===== src/hw/rtl/route_longest_prefix_lookup_macros.svh =====
// Assertion macros of the route lookup RTL.
`ifndef ROUTE_LONGEST_PREFIX_LOOKUP_MACROS_SVH
`define ROUTE_LONGEST_PREFIX_LOOKUP_MACROS_SVH

// Same-cycle implication, disabled while reset is asserted.
`define RLPM_ASSERT_NOW(lbl, clk, rstn, ante, cons) \
    lbl: assert property (@(posedge clk) disable iff (!rstn) (ante) |-> (cons)) \
        else $error("route lookup assertion failed");

// Next-cycle implication, disabled while reset is asserted.
`define RLPM_ASSERT_NEXT(lbl, clk, rstn, ante, cons) \
    lbl: assert property (@(posedge clk) disable iff (!rstn) (ante) |=> (cons)) \
        else $error("route lookup assertion failed");

`endif


===== src/hw/rtl/rlpm_pkg.sv =====
// Shared types and constants of the route lookup block.
package rlpm_pkg;

    localparam int ENTRIES_DEF = 1024;
    localparam int ADDR_W      = 32;
    localparam int PORT_W      = 8;
    localparam int IDX_W       = 10;
    localparam int COUNT_W     = 11;
    localparam int LEN_W       = 6;

    localparam logic OP_WRITE  = 1'b0;
    localparam logic OP_LOOKUP = 1'b1;

    typedef enum logic [1:0] {
        S_IDLE,
        S_SCAN,
        S_FLUSH,
        S_DONE
    } t_state;

    // One table entry as kept in memory; the prefix length is worked out at write.
    typedef struct packed {
        logic [ADDR_W-1:0] prefix;
        logic [ADDR_W-1:0] mask;
        logic [LEN_W-1:0]  len;
        logic [ADDR_W-1:0] gateway;
        logic [PORT_W-1:0] port;
    } t_route;

    typedef struct packed {
        logic              hit;
        logic [ADDR_W-1:0] gateway;
        logic [PORT_W-1:0] out_port;
        logic [LEN_W-1:0]  prefix_length;
    } t_result;

    typedef struct packed {
        logic we;
        logic re;
    } t_ram_ctl;

endpackage


===== src/hw/rtl/rlpm_ifs.sv =====
// Handshake channels of the route lookup block: request, response, configuration.
interface rlpm_req_if import rlpm_pkg::*; ();
    logic              valid;
    logic              ready;
    logic              operation;
    logic [IDX_W-1:0]  entry_index;
    logic [ADDR_W-1:0] route_prefix;
    logic [ADDR_W-1:0] route_mask;
    logic [ADDR_W-1:0] route_next_hop;
    logic [PORT_W-1:0] route_port;
    logic [ADDR_W-1:0] dest_addr;

    modport source (
        output valid, operation, entry_index, route_prefix, route_mask,
               route_next_hop, route_port, dest_addr,
        input  ready
    );
    modport sink (
        input  valid, operation, entry_index, route_prefix, route_mask,
               route_next_hop, route_port, dest_addr,
        output ready
    );
endinterface

interface rlpm_rsp_if import rlpm_pkg::*; ();
    logic              valid;
    logic              ready;
    logic              hit;
    logic [ADDR_W-1:0] gateway;
    logic [PORT_W-1:0] out_port;
    logic [LEN_W-1:0]  prefix_length;

    modport source (output valid, hit, gateway, out_port, prefix_length, input ready);
    modport sink   (input valid, hit, gateway, out_port, prefix_length, output ready);
endinterface



===== src/hw/rtl/rlpm_engine.sv =====
// Request handling, table scan and best-match tracking of the route lookup.
`include "route_longest_prefix_lookup_macros.svh"

module rlpm_engine import rlpm_pkg::*; #(
    parameter int ENTRIES = ENTRIES_DEF,
    localparam int AW     = (ENTRIES > 1) ? $clog2(ENTRIES) : 1,
    localparam int LW     = $clog2(ENTRIES + 1)
) (
    input  logic               i_clk,
    input  logic               i_rst_n,
    input  logic [COUNT_W-1:0] i_entry_count,
    rlpm_req_if.sink           i_req,
    rlpm_rsp_if.source         o_rsp,
    output t_ram_ctl           o_ram_ctl,
    output logic [AW-1:0]      o_ram_waddr,
    output t_route             o_ram_wdata,
    output logic [AW-1:0]      o_ram_raddr,
    input  t_route             i_ram_rdata
);

    function automatic logic [LEN_W-1:0] ones32(input logic [ADDR_W-1:0] v);
        logic [2:0]       nib [8];
        logic [LEN_W-1:0] s;
        s = '0;
        for (int i = 0; i < 8; i++) begin
            nib[i] = 3'(v[4*i]) + 3'(v[4*i+1]) + 3'(v[4*i+2]) + 3'(v[4*i+3]);
        end
        for (int i = 0; i < 8; i++) begin
            s = s + LEN_W'(nib[i]);
        end
        return s;
    endfunction

    t_state            r_state, n_state;
    logic [ADDR_W-1:0] r_dest;
    logic [LW-1:0]     r_limit;
    logic [AW-1:0]     r_idx;
    logic              r_cmp_v;
    logic              r_found;
    logic [LEN_W-1:0]  r_best_len;
    logic [ADDR_W-1:0] r_best_hop;
    logic [PORT_W-1:0] r_best_port;
    t_result           r_out;
    logic              r_out_valid;

    logic          acc;
    logic          acc_lookup;
    logic          out_load;
    logic          last_read;
    logic          better;
    logic [31:0]   widx_wide;
    logic [31:0]   cnt_wide;
    logic [31:0]   lim_wide;
    logic [LW-1:0] n_limit;
    logic          cmp_phase;
    logic          out_zero;

    assign acc        = i_req.valid && i_req.ready;
    assign acc_lookup = acc && (i_req.operation == OP_LOOKUP);
    assign out_load   = (r_state == S_DONE) && (!r_out_valid || o_rsp.ready);
    assign last_read  = (LW'(r_idx) == (r_limit - LW'(1)));

    // Clamp the searched count to the table depth.
    assign cnt_wide = 32'(i_entry_count);
    assign lim_wide = (cnt_wide > 32'(ENTRIES)) ? 32'(ENTRIES) : cnt_wide;
    assign n_limit  = lim_wide[LW-1:0];

    // Write path: slots past the table are dropped.
    assign widx_wide             = 32'(i_req.entry_index);
    assign o_ram_ctl.we          = acc && (i_req.operation == OP_WRITE)
                                   && (widx_wide < 32'(ENTRIES));
    assign o_ram_waddr           = widx_wide[AW-1:0];
    assign o_ram_wdata.prefix    = i_req.route_prefix;
    assign o_ram_wdata.mask      = i_req.route_mask;
    assign o_ram_wdata.len       = ones32(i_req.route_mask);
    assign o_ram_wdata.gateway   = i_req.route_next_hop;
    assign o_ram_wdata.port      = i_req.route_port;

    assign o_ram_ctl.re = (r_state == S_SCAN);
    assign o_ram_raddr  = r_idx;

    // Strictly longer wins, so the lowest slot keeps a tie.
    assign better = r_cmp_v
                    && ((r_dest & i_ram_rdata.mask) == i_ram_rdata.prefix)
                    && (!r_found || (i_ram_rdata.len > r_best_len));

    always_ff @(posedge i_clk) begin
        if (!i_rst_n) begin
            r_state     <= S_IDLE;
            r_cmp_v     <= 1'b0;
            r_out_valid <= 1'b0;
        end else begin
            r_state <= n_state;
            r_cmp_v <= (r_state == S_SCAN);
            if (out_load) begin
                r_out_valid <= 1'b1;
            end else if (o_rsp.ready) begin
                r_out_valid <= 1'b0;
            end
        end
    end

    always_ff @(posedge i_clk) begin
        if (acc_lookup) begin
            r_dest      <= i_req.dest_addr;
            r_limit     <= n_limit;
            r_idx       <= '0;
            r_found     <= 1'b0;
            r_best_len  <= '0;
            r_best_hop  <= '0;
            r_best_port <= '0;
        end else begin
            if (r_state == S_SCAN) begin
                r_idx <= r_idx + AW'(1);
            end
            if (better) begin
                r_found     <= 1'b1;
                r_best_len  <= i_ram_rdata.len;
                r_best_hop  <= i_ram_rdata.gateway;
                r_best_port <= i_ram_rdata.port;
            end
        end
        if (out_load) begin
            r_out.hit           <= r_found;
            r_out.gateway       <= r_best_hop;
            r_out.out_port      <= r_best_port;
            r_out.prefix_length <= r_best_len;
        end
    end

    always_comb begin
        n_state     = r_state;
        i_req.ready = 1'b0;
        unique case (r_state)
            S_IDLE: begin
                i_req.ready = 1'b1;
                if (acc_lookup) begin
                    n_state = (n_limit == '0) ? S_DONE : S_SCAN;
                end
            end
            S_SCAN: begin
                if (last_read) begin
                    n_state = S_FLUSH;
                end
            end
            S_FLUSH: begin
                n_state = S_DONE;
            end
            S_DONE: begin
                if (out_load) begin
                    n_state = S_IDLE;
                end
            end
            default: begin
                n_state = S_IDLE;
            end
        endcase
    end

    assign o_rsp.valid         = r_out_valid;
    assign o_rsp.hit           = r_out.hit;
    assign o_rsp.gateway       = r_out.gateway;
    assign o_rsp.out_port      = r_out.out_port;
    assign o_rsp.prefix_length = r_out.prefix_length;

    assign cmp_phase = (r_state == S_SCAN) || (r_state == S_FLUSH);
    assign out_zero  = (r_out.gateway == '0) && (r_out.out_port == '0)
                       && (r_out.prefix_length == '0);

    `RLPM_ASSERT_NEXT(a_lookup_leaves_idle, i_clk, i_rst_n, acc_lookup, r_state != S_IDLE)
    `RLPM_ASSERT_NOW(a_read_in_range, i_clk, i_rst_n, o_ram_ctl.re, LW'(r_idx) < r_limit)
    `RLPM_ASSERT_NOW(a_cmp_in_scan, i_clk, i_rst_n, r_cmp_v, cmp_phase)
    `RLPM_ASSERT_NOW(a_miss_is_zero, i_clk, i_rst_n, r_out_valid && !r_out.hit, out_zero)

endmodule


===== src/flat_wrapper.sv =====
// flat-port wrapper written by rule: the top's interface ports become plain ports
module rlpm_engine_flat import rlpm_pkg::*;
#(
    parameter int ENTRIES = ENTRIES_DEF,
    localparam int AW     = (ENTRIES > 1) ? $clog2(ENTRIES) : 1,
    localparam int LW     = $clog2(ENTRIES + 1)
)
  (i_clk, i_rst_n, i_entry_count, o_ram_ctl, o_ram_waddr, o_ram_wdata, o_ram_raddr, i_ram_rdata, i_req_valid, i_req_operation, i_req_entry_index, i_req_route_prefix, i_req_route_mask, i_req_route_next_hop, i_req_route_port, i_req_dest_addr, i_req_ready, o_rsp_valid, o_rsp_hit, o_rsp_gateway, o_rsp_out_port, o_rsp_prefix_length, o_rsp_ready);
  rlpm_req_if i_req_i ();
  rlpm_rsp_if o_rsp_i ();
  input  logic i_clk;
  input  logic i_rst_n;
  input  logic [COUNT_W-1:0] i_entry_count;
  output t_ram_ctl o_ram_ctl;
  output logic [AW-1:0] o_ram_waddr;
  output t_route o_ram_wdata;
  output logic [AW-1:0] o_ram_raddr;
  input  t_route i_ram_rdata;
  input wire logic [$bits(i_req_i.valid)-1:0] i_req_valid;
  input wire logic [$bits(i_req_i.operation)-1:0] i_req_operation;
  input wire logic [$bits(i_req_i.entry_index)-1:0] i_req_entry_index;
  input wire logic [$bits(i_req_i.route_prefix)-1:0] i_req_route_prefix;
  input wire logic [$bits(i_req_i.route_mask)-1:0] i_req_route_mask;
  input wire logic [$bits(i_req_i.route_next_hop)-1:0] i_req_route_next_hop;
  input wire logic [$bits(i_req_i.route_port)-1:0] i_req_route_port;
  input wire logic [$bits(i_req_i.dest_addr)-1:0] i_req_dest_addr;
  output wire logic [$bits(i_req_i.ready)-1:0] i_req_ready;
  output wire logic [$bits(o_rsp_i.valid)-1:0] o_rsp_valid;
  output wire logic [$bits(o_rsp_i.hit)-1:0] o_rsp_hit;
  output wire logic [$bits(o_rsp_i.gateway)-1:0] o_rsp_gateway;
  output wire logic [$bits(o_rsp_i.out_port)-1:0] o_rsp_out_port;
  output wire logic [$bits(o_rsp_i.prefix_length)-1:0] o_rsp_prefix_length;
  input wire logic [$bits(o_rsp_i.ready)-1:0] o_rsp_ready;
  assign i_req_i.valid = i_req_valid;
  assign i_req_i.operation = i_req_operation;
  assign i_req_i.entry_index = i_req_entry_index;
  assign i_req_i.route_prefix = i_req_route_prefix;
  assign i_req_i.route_mask = i_req_route_mask;
  assign i_req_i.route_next_hop = i_req_route_next_hop;
  assign i_req_i.route_port = i_req_route_port;
  assign i_req_i.dest_addr = i_req_dest_addr;
  assign i_req_ready = i_req_i.ready;
  assign o_rsp_valid = o_rsp_i.valid;
  assign o_rsp_hit = o_rsp_i.hit;
  assign o_rsp_gateway = o_rsp_i.gateway;
  assign o_rsp_out_port = o_rsp_i.out_port;
  assign o_rsp_prefix_length = o_rsp_i.prefix_length;
  assign o_rsp_i.ready = o_rsp_ready;
  rlpm_engine #(.ENTRIES(ENTRIES)) u_core (.i_clk(i_clk), .i_rst_n(i_rst_n), .i_entry_count(i_entry_count), .i_req(i_req_i), .o_rsp(o_rsp_i), .o_ram_ctl(o_ram_ctl), .o_ram_waddr(o_ram_waddr), .o_ram_wdata(o_ram_wdata), .o_ram_raddr(o_ram_raddr), .i_ram_rdata(i_ram_rdata));
endmodule

===== config.mk =====
export PLATFORM = sky130hd
export DESIGN_NAME = rlpm_engine_flat
export DESIGN_NICKNAME = d
export VERILOG_FILES = /design/src/hw/rtl/rlpm_pkg.sv /design/src/hw/rtl/rlpm_ifs.sv /design/src/hw/rtl/rlpm_engine.sv /design/src/flat_wrapper.sv
export VERILOG_INCLUDE_DIRS = /design/src /design/src/hw/rtl
export SDC_FILE = /design/constraint.sdc
export NUM_CORES = 1
export LEC_CHECK = 0
export BUFFER_PORTS_ARGS = -buffer_cell sky130_fd_sc_hd__buf_4
export CAP_MARGIN = 10
export CORE_AREA = 3 3 176 178
export DETAILED_ROUTE_END_ITERATION = 16
export DIE_AREA = 0 0 179 181
export PLACE_DENSITY_LB_ADDON = 0.3
export SLEW_MARGIN = 10
export SYNTH_ARGS = -nofsm -noshare
export SYNTH_HDL_FRONTEND = slang
export SYNTH_SLANG_ARGS = --single-unit

===== constraint.sdc =====
create_clock -name i_clk -period 5.8 [get_ports i_clk]
set_clock_uncertainty 0.15 [all_clocks]
set_input_delay 0.58 -clock i_clk [delete_from_list [all_inputs] [get_ports i_clk]]
set_output_delay 0.58 -clock i_clk [all_outputs]
set_load 0.005 [all_outputs]

==> results of run 1 <==
[state kept, by name, indices dropped and copies added (netlist names)]
register and flops:
u_core.r_state 2, u_core.r_best_hop 32, u_core.r_dest 32, u_core.o_rsp.hit 1, u_core.r_best_len 6, u_core.r_limit 11, u_core.o_ram_raddr 10, u_core.r_best_port 8
u_core.o_rsp.prefix_length 6, u_core.o_rsp.valid 1, u_core.o_rsp.gateway 32, u_core.o_rsp.out_port 8, u_core.r_found 1, u_core.r_cmp_v 1
[cell families (layout without fill, tap and decap cells)]
logic type / count (synthesis) / after routing
flip-flops: 151 / 151
adder cells (fa/ha/maj): 63 / 63
buffers and inverters: 227 / 407
multiplexers: 1 / 1
XOR/XNOR: 38 / 38
AO/OA/AOI/OAI: 145 / 145
AND/OR/NAND/NOR: 169 / 169
[metrics by stage]
step | hold WS, ps | instance area [um2] | instances
global placement | 265.5 | 10380 | 1331
global route | 148.9 | 11080 | 1364
floorplan | 258.3 | 8637 | 794
detailed placement | 276.5 | 10380 | 1331
finish | 181.1 | 11080 | 1364
CTS | 156.6 | 11070 | 1364
[cells in the final DEF, fill, tap and decap left out, types with 8 or more instances in the layout]
cell / count
sky130_fd_sc_hd__o31ai_2: 40
sky130_fd_sc_hd__inv_1: 65
sky130_fd_sc_hd__buf_4: 298
sky130_fd_sc_hd__clkbuf_16: 17
sky130_fd_sc_hd__nor2b_1: 13
sky130_fd_sc_hd__nand4_1: 54
sky130_fd_sc_hd__nor2_1: 20
sky130_fd_sc_hd__nand2_1: 36
sky130_fd_sc_hd__a21oi_1: 56
sky130_fd_sc_hd__xnor2_1: 10
sky130_fd_sc_hd__xor2_1: 26
sky130_fd_sc_hd__fa_1: 20
sky130_fd_sc_hd__o31ai_1: 8
sky130_fd_sc_hd__dfxtp_1: 61
sky130_fd_sc_hd__edfxtp_1: 90
sky130_fd_sc_hd__ha_1: 37
[layout make-up]
cell class	count	area share
Inverter	72	0.02439
Clock buffer	17	0.03839
Clock inverter	15	0.01671
Sequential cell	151	0.3541
Multi-Input combinational cell	416	0.3147
Tap cell	390	0.04404
Timing Repair Buffer	303	0.2077
[worst max-delay path: cells and delay by family]
| family | cells | cell delay, ps |
|---|---|---|
| AO/OA/AOI/OAI | 2 | 160 |
| XOR/XNOR | 2 | 300 |
| adder cells (fa/ha/maj) | 9 | 3610 |
| buffers and inverters | 9 | 580 |
[layer usage]
layer	global-route usage	vias to the layer above
li1	-	3036
met1	0.1613	2995
met2	0.2400	268
met3	0.04224	22
met4	0.03678	0
met5	0	-
[power groups by stage]
stage               logic [W]  registers (W)  clock network (W)
floorplan            0.000804        0.00129                  0
global placement      0.00143        0.00130                  0
detailed placement    0.00147        0.00130                  0
CTS                   0.00156        0.00128            0.00117
global route          0.00179        0.00128            0.00122
finish                0.00158        0.00127            0.00113
[path summary, 6_finish.rpt]
path / slack, ps / end
worst max-delay path: -150 / o_ram_wdata[45]
worst min register to register: 290 / u_core.o_rsp.gateway[0]$_DFFE_PP_
worst max register to register: 2790 / u_core.r_best_len[0]$_SDFFE_PP0P_
worst min-delay path: 180 / u_core.r_dest[17]$_DFFE_PP_
[timing repair]
item	in CTS	in global routing
setup endpoints to repair	4	4
setup buffers	1	0
pin swaps	24	13
gates resized for setup	16	7
gates cloned	0	0
==> summary by stage, run 1 <==
Critical path
STA classifies the critical path startpoint as an input port. The worst setup path startpoint is i_req_route_mask[4]. The cell with the largest stage delay on the worst path is sky130_fd_sc_hd__fa_1. For the worst setup path, the data required time is 5070 ps. The startpoint of the worst register-to-register path is u_core.r_best_len[1]$_SDFFE_PP0P_.

STA classifies the critical path endpoint as an output port. Traced cell by cell, the critical path runs through buf_8 > ha_4 > inv_2 > fa_1 > inv_1 > ha_2 > inv_2 > fa_2 > xnor2_2 > fa_1 > inv_1 > fa_1 > inv_2 > fa_1 > fa_1 > inv_2 > fa_2 > inv_2 > a21o_1 > a21oi_2 > xnor2_1 > buf_4. For the worst flop-to-flop path, the logic depth is 9. Data arrives at the worst endpoint at 5220 ps. Along the worst path, the maximum fanout reaches 2. For this run, the slowest stage of the critical path takes 540 ps. The critical setup path kind is input port to output port.

Final layout
Measured on the finished design, the core utilization comes to 0.3749. For this run, the post-layout net count is 1296. The area taken by flip-flops and latches is 3924 um2. The number of filler cells placed in the layout is 2956.

The area taken by multi-input logic gates is 3487 um2. The share of layout cells above drive strength 1 is 0.4158. The number of inserted diodes is 0. The area added between synthesis and finish is 28.33%.

Clocking
Counting every sink on the clock net gives 151. The clock tree root driver cell is sky130_fd_sc_hd__clkbuf_16. At the later pin of the worst-skew pair, clock insertion delay measures 420 ps. After clock tree synthesis, the clock-pin slew on the worst setup and hold paths is 80 ps. After clock tree synthesis, the flow added hold-fix buffers numbering 0. The total number of H-tree levels is 4. The maximum clock insertion buffer count is 2. The TritonCTS clock tree is built. The TritonCTS buffer count is 17.

Timing
At the pin with the least slew margin, the transition time is 1072 ps. Setup slack on the critical path of the routed design comes to -152.1 ps. Dividing the final minimum period by the clock period gives 1.026.

The final count of negative-setup-slack endpoints is 3. The number of hold-slack violations in the final timing report is 0. Setup repair after global routing could not meet its margin everywhere. Timing would allow up to 0.1680 GHz. The routed design could run at a clock period as short as 5952 ps. The final-layout setup total negative slack is -301.9 ps. The worst-case headroom to the max-slew limit is 0.2829. The number of max-slew violations in the final report is 0.

Detailed routing
The total iterations of the first detailed-routing run is 4. Using the TritonRoute via totals, the vias-per-cell ratio works out to 4.634. The total DRC errors in the routed layout is 0. After the first detailed-routing iteration, the DRC count stood at 313. In this run the remaining antenna-violating nets after routing total 0. The met1 routed wirelength after detailed routing is 9.283 mm. The uppermost layer routed is met4.

Summed over all nets, wire length on met3 after detailed routing comes to 1.881 mm. The total wire length after detailed routing is 22.87 mm. The routed design uses 11.38 mm of met2 wire. The final route contains 6321 vias. The average routed wire per standard cell is 16.77 um.

Run status
The checks that failed: setup timing. The run finished, with violations left.

Place
The final weighted congestion in routability-driven placement is 0.7388. The HPWL reported at the end of detailed placement is 16.57 mm. The pre-CTS setup slack is -316.7 ps. The number of buffers added on ports is 288.

Global route
The total global routing overflow is 0. The initial antenna violation count is 0. The total routing usage reported by global routing is 0.1370.

The via count of the first global-routing pass was 6656. The wire length of the first global-routing pass is 34.75 mm. The maximum number of pins on one net before global-route repair is 55.

Power
Summed over all nets, the switching power comes to 0.001333 W. The overall power of the completed layout is 0.003991 W. The internal power of the cells totals 0.002658 W. The peak supply drop is 0.5864 mV. The share of total power dissipated in the clock network is 0.284. The total power divided by cell area is 360.2 nW/um2. The sequential share of power is 0.319.

The leakage power of the design is 4.608 nW. Of the total power, combinational logic draws 0.397. The fraction of power spent switching nets is 0.3341.

Logic synthesis
By area, the combinational part of the netlist is dominated by buffers and inverters. Of the synthesized area, sequential elements account for 0.4544. In this run the cell area of the synthesized design comes to 8635 um2. Yosys printed 0 warnings.

The top-area cell type share of the netlist area is 0.3130. Of all flip-flops after synthesis, the portion carrying an async set or reset was 0. The dominant cell type by area after synthesis is sky130_fd_sc_hd__edfxtp_1. The distinct cell type count of the synthesized netlist is 51. The share of synthesized cell area in and, or, nand and nor gates is 0.1071. The primary flip-flop cell chosen by synthesis mapping is sky130_fd_sc_hd__edfxtp_1. The fraction of the mapped netlist area in compound gates is 0.1355.

Of the total synthesized cell area, the portion taken by full adders, half adders and majority gates is 0.1104. Yosys mapped a number of flops with a built-in enable equal to 90. By area the synthesized netlist is led by sky130_fd_sc_hd__edfxtp_1 (31%), sky130_fd_sc_hd__dfxtp_1 (14%), sky130_fd_sc_hd__buf_4 (10%), sky130_fd_sc_hd__ha_1 (5.9%), sky130_fd_sc_hd__o31ai_2 (5.8%). After synthesis, the mean cell area works out to 10.87 um2. Synthesis produced a netlist with a net count of 1129. The XOR/XNOR share of the synthesized area is 0.03855. Of the post-synthesis cell area, the part taken by muxes is 0.001159. The synthesized design contains 151 register bits.

By count the netlist is led by sky130_fd_sc_hd__buf_4 (115), sky130_fd_sc_hd__edfxtp_1 (90), sky130_fd_sc_hd__inv_1 (72). Among all cell types in the netlist, the one instantiated most often is sky130_fd_sc_hd__buf_4. Synthesis handed over a netlist of 794 instances.

Die
The floorplan has 63 rows. The area of the die is 32400 um2. The total core area is 29560 um2. The y dimension of the die is 181 um. The initial utilization of the core area, before any placement, comes to 0.2921. The die is 179 um wide. In this run the count of I/O pins placed on the die edge is 453.

Worst hold path
The tightest min-delay check is of the input port to flop type. The hold path depth is 1. The hold path startpoint is i_req_dest_addr[17].

Run
The number of max-cap violations is 0.
Power figures use the tool's default switching activity.
==> inputs of run 2 (changes only) <==
--- a/config.mk
+++ b/config.mk
@@ -8,9 +8,9 @@
 export LEC_CHECK = 0
 export BUFFER_PORTS_ARGS = -buffer_cell sky130_fd_sc_hd__buf_4
 export CAP_MARGIN = 10
-export CORE_AREA = 3 3 176 178
+export CORE_AREA = 2 2 175 177
 export DETAILED_ROUTE_END_ITERATION = 16
-export DIE_AREA = 0 0 179 181
+export DIE_AREA = 0 0 177 179
 export PLACE_DENSITY_LB_ADDON = 0.3
 export SLEW_MARGIN = 10
 export SYNTH_ARGS = -nofsm -noshare
==> run 2 against run 1 <==
Largest cell class unchanged. Core utilization decreased by 0.66 points. Clock-buffer cell count rose by 1. Global-route usage rose by 0.12 points. Sequential power hardly changed. Non-clock buffer count shrank 2. Maximum frequency grew 0.13%. Register-to-register slack better by 60 ps. Sequential share of layout area up 0.072 points. The run still ends with setup timing left. First-iteration DRC count is 16% lower. Power shrank 1.5%.
==> summary by stage, run 2 (synthesis gave the netlist of run 1 again) <==
Worst hold path
The hold path startpoint was i_req_dest_addr[30] (was i_req_dest_addr[17]). The class of the tightest hold or removal check is input port to flop (unchanged). The hold path depth is 1 (unchanged).

The hold-critical path endpoint is u_core.r_dest[30]$_DFFE_PP_ (was u_core.r_dest[17]$_DFFE_PP_).

Global route
The wire length of the first global-routing pass came to 34.04 mm (was 34.75 mm). The via count of the first global-routing pass was 6324 (was 6656). The initial antenna violation count was 0 (unchanged).

The maximum number of pins on one net before global-route repair is 66 (was 55). The total global routing overflow came to 0 (unchanged). The total routing usage reported by global routing is 0.1383 (was 0.1370).

Clocking
The number of hold buffers added after cts is 0 (unchanged). The total number of H-tree levels is 4 (unchanged). The clock tree root driver cell was sky130_fd_sc_hd__clkbuf_16 (unchanged). The TritonCTS clock tree is built (unchanged).

The CTS clock-pin slew for the worst setup and hold paths is 70 ps (was 80 ps). The maximum clock insertion buffer count is 2 (unchanged). The TritonCTS buffer count is 17 (unchanged).

The clock sink total is 151 (unchanged). The latest clock arrival within the worst-skew pair is 420 ps (about the same).

Timing
The final count of negative-setup-slack endpoints is 3 (unchanged). The worst-case setup margin in the final layout is -144.3 ps (was -152.1 ps). Setup repair after global routing missed its margin: yes (unchanged). The post-route minimum period is 5944 ps (was 5952 ps). The share of the clock period used by the worst path after layout is 1.025 (was 1.026). The number of hold-slack violations in the final timing report was 0 (unchanged). The worst-margin pin slew is 1065 ps (was 1072 ps). The number of max-slew violations in the final report is 0 (unchanged). The achievable clock frequency was 0.1682 GHz (was 0.1680 GHz).

The worst-case headroom to the max-slew limit is 0.2875 (was 0.2829).

Final layout
The number of nets in the layout is 1294 (was 1296). The post-layout utilization of the core came to 0.3683 (was 0.3749). The area added between synthesis and finish is 28.07% (was 28.33%). The post-layout instance area is 11060 um2 (was 11080 um2). The number of filler cells placed in the layout is 2991 (was 2956). The share of layout cells above drive strength 1 is 0.4187 (was 0.4158). Commonest cells after routing, fill and taps aside: sky130_fd_sc_hd__buf_4 (296), sky130_fd_sc_hd__edfxtp_1 (90), sky130_fd_sc_hd__inv_1 (61), sky130_fd_sc_hd__dfxtp_1 (61), sky130_fd_sc_hd__a21oi_1 (56) (was sky130_fd_sc_hd__buf_4 (298), sky130_fd_sc_hd__edfxtp_1 (90), sky130_fd_sc_hd__inv_1 (65)). The leading cell type in the layout, fill and taps excluded is sky130_fd_sc_hd__buf_4 (unchanged). The area taken by multi-input logic gates is 3487 um2 (unchanged). Registers with the most flip-flops: u_core.o_rsp.gateway: 32 flops, u_core.r_best_hop: 32 flops, u_core.r_dest: 32 flops (unchanged). The number of inserted diodes was 0 (unchanged). The area taken by flip-flops and latches is 3924 um2 (unchanged).

Critical path
The critical setup path kind is input port to output port (unchanged). The startpoint type of the worst setup path was an input port (unchanged). The required arrival time at the worst endpoint came to 5070 ps (about the same).

The top fanout value on the critical path is 2 (unchanged). The register-to-register setup slack is 2850 ps (was 2790 ps). The data arrival time of the critical path is 5210 ps (was 5220 ps). The startpoint of the worst register-to-register path is u_core.r_best_len[1]$_SDFFE_PP0P_ (unchanged). The count of cells along the worst register-to-register path is 9 (unchanged). The end of the worst register-to-register path is u_core.r_best_hop[20]$_SDFFE_PP0P_ (was u_core.r_best_len[0]$_SDFFE_PP0P_). The category of the worst setup path capture point is an output port (unchanged).

Place
The number of buffers added on ports is 288 (unchanged). The HPWL reported at the end of detailed placement is 16.27 mm (was 16.57 mm). The pre-CTS setup slack was -324.0 ps (was -316.7 ps).

The cell area reported after detailed placement is 10370 um2 (was 10380 um2). The final weighted congestion in routability-driven placement is 0.7437 (was 0.7388).

Detailed routing
The routed via count is 6295 (was 6321). The number of routed nets with antenna violations is 0 (unchanged). The total iterations of the first detailed-routing run came to 4 (unchanged). The total wire length after detailed routing is 22.19 mm (was 22.87 mm). The count of routing violations after the opening detailed-route iteration is 262 (was 313). The per-cell via count in the routed design is 4.602 (was 4.634). The total DRC errors in the routed layout is 0 (unchanged). The average routed wire per standard cell is 16.22 um (was 16.77 um).

Run status
Failing checks: setup timing (unchanged). Outcome: complete, but fails checks (unchanged).

Die
The y dimension of the die is 179 um (was 181 um). The number of top-level pins is 453 (unchanged). The initial core utilization is 0.2875 (was 0.2921).

The area of the die was 31680 um2 (was 32400 um2). The overall die width came to 177 um (was 179 um). The total core area is 30030 um2 (was 29560 um2). The row count was 64 (was 63).

Power
The leakage power of the design is 4.600 nW (was 4.608 nW). The total power divided by cell area is 355.6 nW/um2 (was 360.2 nW/um2). The peak supply drop came to 1.339 mV (was 0.5864 mV).

Run
The number of max-cap violations is 0 (unchanged).
run 2: area by class of cell:
| class | instances | share of cell area |
|---|---|---|
| inverters | 72 | 0.02444 |
| flip-flops and latches | 151 | 0.3548 |
| clock buffers | 18 | 0.03971 |
| multi-input cells | 416 | 0.3153 |
| clock inverters | 14 | 0.01448 |
| repair buffers | 301 | 0.2064 |
| well taps | 396 | 0.04481 |
run 2: how the worst max path moves through the flow:
stage / start / to / slack [ps] / depth (start not counted)
2_1_floorplan: i_req_route_mask[4] / o_ram_wdata[45] / 50 / 20
3_3_place_gp: i_req_route_mask[4] / o_ram_wdata[45] / -310 / 22
3_5_place_dp: i_req_route_mask[4] / o_ram_wdata[45] / -320 / 22
4_1_cts: i_req_route_mask[0] / o_ram_wdata[45] / -150 / 22
5_1_grt: i_req_route_mask[4] / o_ram_wdata[45] / -310 / 22
6_report: i_req_route_mask[0] / o_ram_wdata[45] / -140 / 22
run 2: power by group:
group | total (W) | leakage (nW) | switching (W) | internal [W]
combinational | 0.00153 | 2.97 | 0.000706 | 0.000824
sequential | 0.00128 | 1.34 | 0.0000467 | 0.00123
clock | 0.00113 | 0.292 | 0.000503 | 0.000624
run 2: worst max-delay path: stages:
cell and delay [ps]:
sky130_fd_sc_hd__buf_8 100, sky130_fd_sc_hd__ha_4 250, sky130_fd_sc_hd__inv_2 30, sky130_fd_sc_hd__fa_1 430
sky130_fd_sc_hd__inv_1 70, sky130_fd_sc_hd__ha_2 180, sky130_fd_sc_hd__inv_2 40, sky130_fd_sc_hd__fa_2 340
sky130_fd_sc_hd__xnor2_2 140, sky130_fd_sc_hd__fa_1 500, sky130_fd_sc_hd__inv_2 40, sky130_fd_sc_hd__fa_1 510
sky130_fd_sc_hd__inv_2 40, sky130_fd_sc_hd__fa_1 480, sky130_fd_sc_hd__fa_1 540, sky130_fd_sc_hd__inv_2 50
sky130_fd_sc_hd__fa_2 390, sky130_fd_sc_hd__inv_2 50, sky130_fd_sc_hd__a21o_1 110, sky130_fd_sc_hd__a21oi_2 50
sky130_fd_sc_hd__xnor2_1 160, sky130_fd_sc_hd__buf_4 130
run 2: what timing repair did:
| item | in CTS | in global routing |
|---|---|---|
| setup endpoints to repair | 4 | 4 |
| pin swaps | 24 | 13 |
| buffers inserted | 1 | 1 |
| gates resized for setup | 21 | 5 |
| gates cloned | 0 | 0 |
run 2: metrics by stage:
step	total power, W	hold slack [ps]	cells	TNS [ps]
floorplan	0.002098	258.3	794	0
global placement	0.002677	264.5	1334	-950.9
detailed placement	0.002706	274.4	1334	-1013
CTS	0.003983	155.1	1367	-278.9
global route	0.004214	147.8	1368	-750.4
finish	0.003933	182.5	1368	-218.9
run 2: routing by layer:
layer  track usage  up-vias  routed length [um]
met3       0.05407       13                2223
li1              -     3029                   -
met5             0        -                   0
met4       0.03375        0                 165
met1        0.1584     2979                8875
met2        0.2412      274               10930
